[src/hdl/string_frequency_counter_top_item_assert.svh]
// ----------------------------------------------------------------------------
// string_frequency_counter_top_item_assert.svh
// assertion macros shared by the frequency counter rtl
// ----------------------------------------------------------------------------
`ifndef STRING_FREQUENCY_COUNTER_TOP_ITEM_ASSERT_SVH
`define STRING_FREQUENCY_COUNTER_TOP_ITEM_ASSERT_SVH

// property must hold at every clock edge out of reset
`define SFC_ASSERT(lbl, prop, msg) \
  lbl: assert property (@(posedge clk_i) disable iff (!rst_ni) (prop)) else $error(msg);

// condition must never be seen out of reset
`define SFC_ASSERT_NEVER(lbl, cond, msg) \
  lbl: assert property (@(posedge clk_i) disable iff (!rst_ni) !(cond)) else $error(msg);

`endif

[src/hdl/sfc_ram.sv]
// ----------------------------------------------------------------------------
// sfc_ram
// generic simple dual port ram, one write port, registered read
// ----------------------------------------------------------------------------
module sfc_ram #(
  parameter int WIDTH = 8,
  parameter int DEPTH = 64
) (
  input  logic                                     clk_i,
  input  logic                                     wr_en_i,
  input  logic [((DEPTH > 1) ? $clog2(DEPTH) : 1)-1:0] wr_addr_i,
  input  logic [WIDTH-1:0]                         wr_data_i,
  input  logic                                     rd_en_i,
  input  logic [((DEPTH > 1) ? $clog2(DEPTH) : 1)-1:0] rd_addr_i,
  output logic [WIDTH-1:0]                         rd_data_o
);

  logic [WIDTH-1:0] mem_q [DEPTH];

  always_ff @(posedge clk_i) begin
    if (wr_en_i) begin
      mem_q[wr_addr_i] <= wr_data_i;
    end
    if (rd_en_i) begin
      rd_data_o <= mem_q[rd_addr_i];
    end
  end

endmodule

[config.mk]
export PLATFORM = sky130hd
export DESIGN_NAME = sfc_ram
export DESIGN_NICKNAME = d
export VERILOG_FILES = /design/src/hdl/string_frequency_counter_top_item_assert.svh /design/src/hdl/sfc_ram.sv
export SDC_FILE = /design/constraint.sdc
export NUM_CORES = 1
export LEC_CHECK = 0
export BUFFER_PORTS_ARGS = -buffer_cell sky130_fd_sc_hd__buf_2
export CAP_MARGIN = 20
export CORE_ASPECT_RATIO = 0.75
export CORE_MARGIN = 2
export CORE_UTILIZATION = 40
export DETAILED_ROUTE_END_ITERATION = 10
export SKIP_CTS_REPAIR_TIMING = 1
export SYNTH_ARGS = -nofsm -noshare
export SYNTH_HDL_FRONTEND = slang
export SYNTH_SLANG_ARGS = --single-unit
[constraint.sdc]
create_clock -name clk_i -period 2.8 [get_ports clk_i]
set_input_delay 0.56 -clock clk_i [delete_from_list [all_inputs] [get_ports clk_i]]
set_output_delay 0.56 -clock clk_i [all_outputs]
set_load 0.01 [all_outputs]
==> run_results.csv <==
group,metric,value,unit
clock_tree,ctsHtreeMaxLevel,2,
worst_hold_path,min_from,"wr_data_i[5]",
die,rows,71,
global_route,grt_overflow,0,
die,dieArea,0.0525,mm²
global_route,antenna_found_initial,4,
yosys,ys_types,39,
yosys,synth-seq-area-share,77.1,%
power,pwr-share-clk,39.5,%
yosys,synthCells,940,
yosys,syn_avg_cell_area,21.5,µm²
placement,place_hpwl,29.9,mm
power,internal_power,12400,µW
yosys,yosysWarnings,0,
die,die_h,199,µm
sta,finClkSkew,19.1,ps
yosys,async_reset_ff_share,0,%
setup_path,path_delay_family,"multiplexers",
setup_path,crit_type,"in2reg",
clock_tree,clockRootBuffer,"clkbuf_16",
setup_path,path_cells,"clkbuf_8 -> mux4_2 -> mux2_2 -> o221a_2 -> nor3_1 -> o32ai_1",
yosys,syn_area,0.0202,mm²
drt,ant_nets,0,
yosys,synth_ff_type,"edfxtp_1",
sta,setup_viol,0,
final_layout,post-route-util,46.7,%
global_route,first_global_vias,9840,
setup_path,crit_buf_inv,1,
yosys,synth_seq_cells,520,
die,ioPinCount,31,
drt,wire_per_inst,26.4,µm
drt,firstDrtPassIters,5,
setup_path,cp_data_arrival_time,2530,ps
drt,drt_wl_total,47.2,mm
final_layout,final_common_cell,"edfxtp_1",
setup_path,r2r-start,"mem_q[29][6]$_DFFE_PP_",
setup_path,worst_ep_required_time,3100,ps
sta,tightest_slew,911,ps
sta,hold_slack,351,ps
yosys,synth_area_leaders,"edfxtp_1 (77%), mux4_2 (14%), nor2_1 (1.5%), mux2i_1 (1.1%), mux2_2 (0.72%)",
global_route,grtUsageTotal,18.2,%
status,outcome,"finished, final reports clean",
sta,max_freq,0.448,GHz
worst_hold_path,hold_path_end,"mem_q[3][5]$_DFFE_PP_",
yosys,synth_fp_nets,963,
drt,via_count,9919,
sta,hold_violations,0,
final_layout,drive_gt1_share,30.7,%
power,pwr-share-seq,55.1,%
setup_path,cp-start-kind,"input pin",
clock_tree,clk-insertion-delay-late,580,ps
yosys,synth_edf_count,520,
die,die_w,264,µm
drt,vias_per_cell,5.56,
setup_path,slowest_stage,"mux4_2",
drt,drt_iter0_markers,1081,
clock_tree,cts_max_path_buffers,3,
placement,placement.io_buffers,30,
drt,drc,0,
power,ir_drop,0.584,mV
worst_hold_path,hold_path_class,"in2reg",
setup_path,r2r_end,"rd_data_o[6]$_DFFE_PP_",
sta,period_needed,2230,ps
sta,min_period_over_period,79.7,%
clock_tree,cts_sinks,520,
setup_path,r2r_slack,620,ps
yosys,synth_top_area_share,77.1,%
sta,slew_headroom,39.2,%
clock_tree,cts_inserted_buffers,49,
yosys,yosysTopAreaCell,"edfxtp_1",
final_layout,finalNetCount,1108,
final_layout,syn_to_final_growth,15.5,%
die,core,0.0501,mm²
final_layout,layout_common_cells,"edfxtp_1 (520), mux4_2 (126), buf_4 (108)",
setup_path,cp-end-kind,"flop",
power,leakagePower,0.00744,µW
worst_hold_path,worstHoldPathCells,1,
setup_path,slowest_delay,540,ps
placement,routabilityCongestion,0.806,
clock_tree,clkTransAtPathRegs,60,ps
power,power_switching,3330,µW
setup_path,cp_max_fo,21,
global_route,grt_pass1_wl,68.8,mm
power,power_density,673,mW/mm²
power,pwr-share-comb,5.4,%
global_route,grt_max_degree,65,
power,swShare,21.2,%
clock_tree,cts_tree,"built",
sta,rsz0062_at_grt,"no",
job,maxCapViolCount,0,
die,initial_utilization,40.4,%
sta,drv_slew,0,
setup_path,rr_worst_depth,5,
## stage by stage
stage / setup slack [ps] / power (µW) / area [µm²] / cells / setup TNS, ps
global placement: -15.8 / 9670 / 21900 / 1691 / -28.7
finish: 570 / 15700 / 23400 / 1785 / 0
floorplan: 434 / 9270 / 20200 / 940 / 0
detailed placement: -63.3 / 9680 / 21900 / 1691 / -86.5
global route: 394 / 16300 / 23400 / 1783 / 0
CTS: 546 / 15900 / 23400 / 1783 / 0
## cell usage after synthesis, types with 6 or more instances
master	number
edfxtp_1	520
mux4_2	126
nor2_1	83
mux2i_1	23
nand2_1	19
clkbuf_1	17
nor2b_1	14
buf_4	13
mux2_2	13
nand3_1	13
buf_2	11
o221ai_1	8
o22ai_1	8
nand2b_1	7
nor3_1	7
a221oi_1	6
## registers in the layout, summed over array words and instances, names as in the netlist
signal,count
mem_q,512
rd_data_o,8
## power groups by stage
stage	Clock, µW	Sequential (µW)	Combinational [µW]
2_1_floorplan	0	8810	459
3_3_place_gp	0	8830	847
3_5_place_dp	0	8830	859
4_1_cts	6370	8660	861
5_1_grt	6700	8660	909
6_report	6220	8660	853
## cell type report
class / count / area (µm²)
fillers: 4176 / 26700
flip-flops and latches: 520 / 15600
multi-input cells: 369 / 4320
clock buffers: 63 / 1280
repair buffers: 145 / 1140
well taps: 657 / 822
clock inverters: 29 / 209
diodes: 2 / 5.00
## worst max path at each step
stage	from	endpoint	slack, ps	cells after the start
after floorplan	rd_addr_i[1]	rd_data_o[3]$_DFFE_PP_	430	7
after global placement	rd_addr_i[0]	rd_data_o[5]$_DFFE_PP_	-20	6
after detailed placement	rd_addr_i[0]	rd_data_o[6]$_DFFE_PP_	-60	6
after CTS	rd_addr_i[0]	rd_data_o[6]$_DFFE_PP_	550	6
after global routing	rd_addr_i[0]	rd_data_o[5]$_DFFE_PP_	390	6
final	rd_addr_i[0]	rd_data_o[6]$_DFFE_PP_	570	6
## worst register-to-register path: stages (launching register included)
cell      delay, ps
edfxtp_1        360
mux4_2          470
mux2_2          300
o221a_2         290
nor3_1          350
o32ai_1         140
## cells by family after synthesis
logic type      synth area share [%]
buf+inv                         1.56
simple gates                    3.37
compound gates                  2.06
flops                           77.1
mux                             15.9
## layer usage
| metal | track usage [%] | part of all wire [%] | vias to the layer above |
|---|---|---|---|
| li1 | - | - | 4233 |
| met1 | 28.0 | 45 | 5223 |
| met2 | 26.6 | 44 | 401 |
| met3 | 4.18 | 9.5 | 60 |
| met4 | 3.87 | 1.5 | 2 |
| met5 | 0 | 0.025 | - |
No activity file was read; power rests on OpenSTA's default activity.
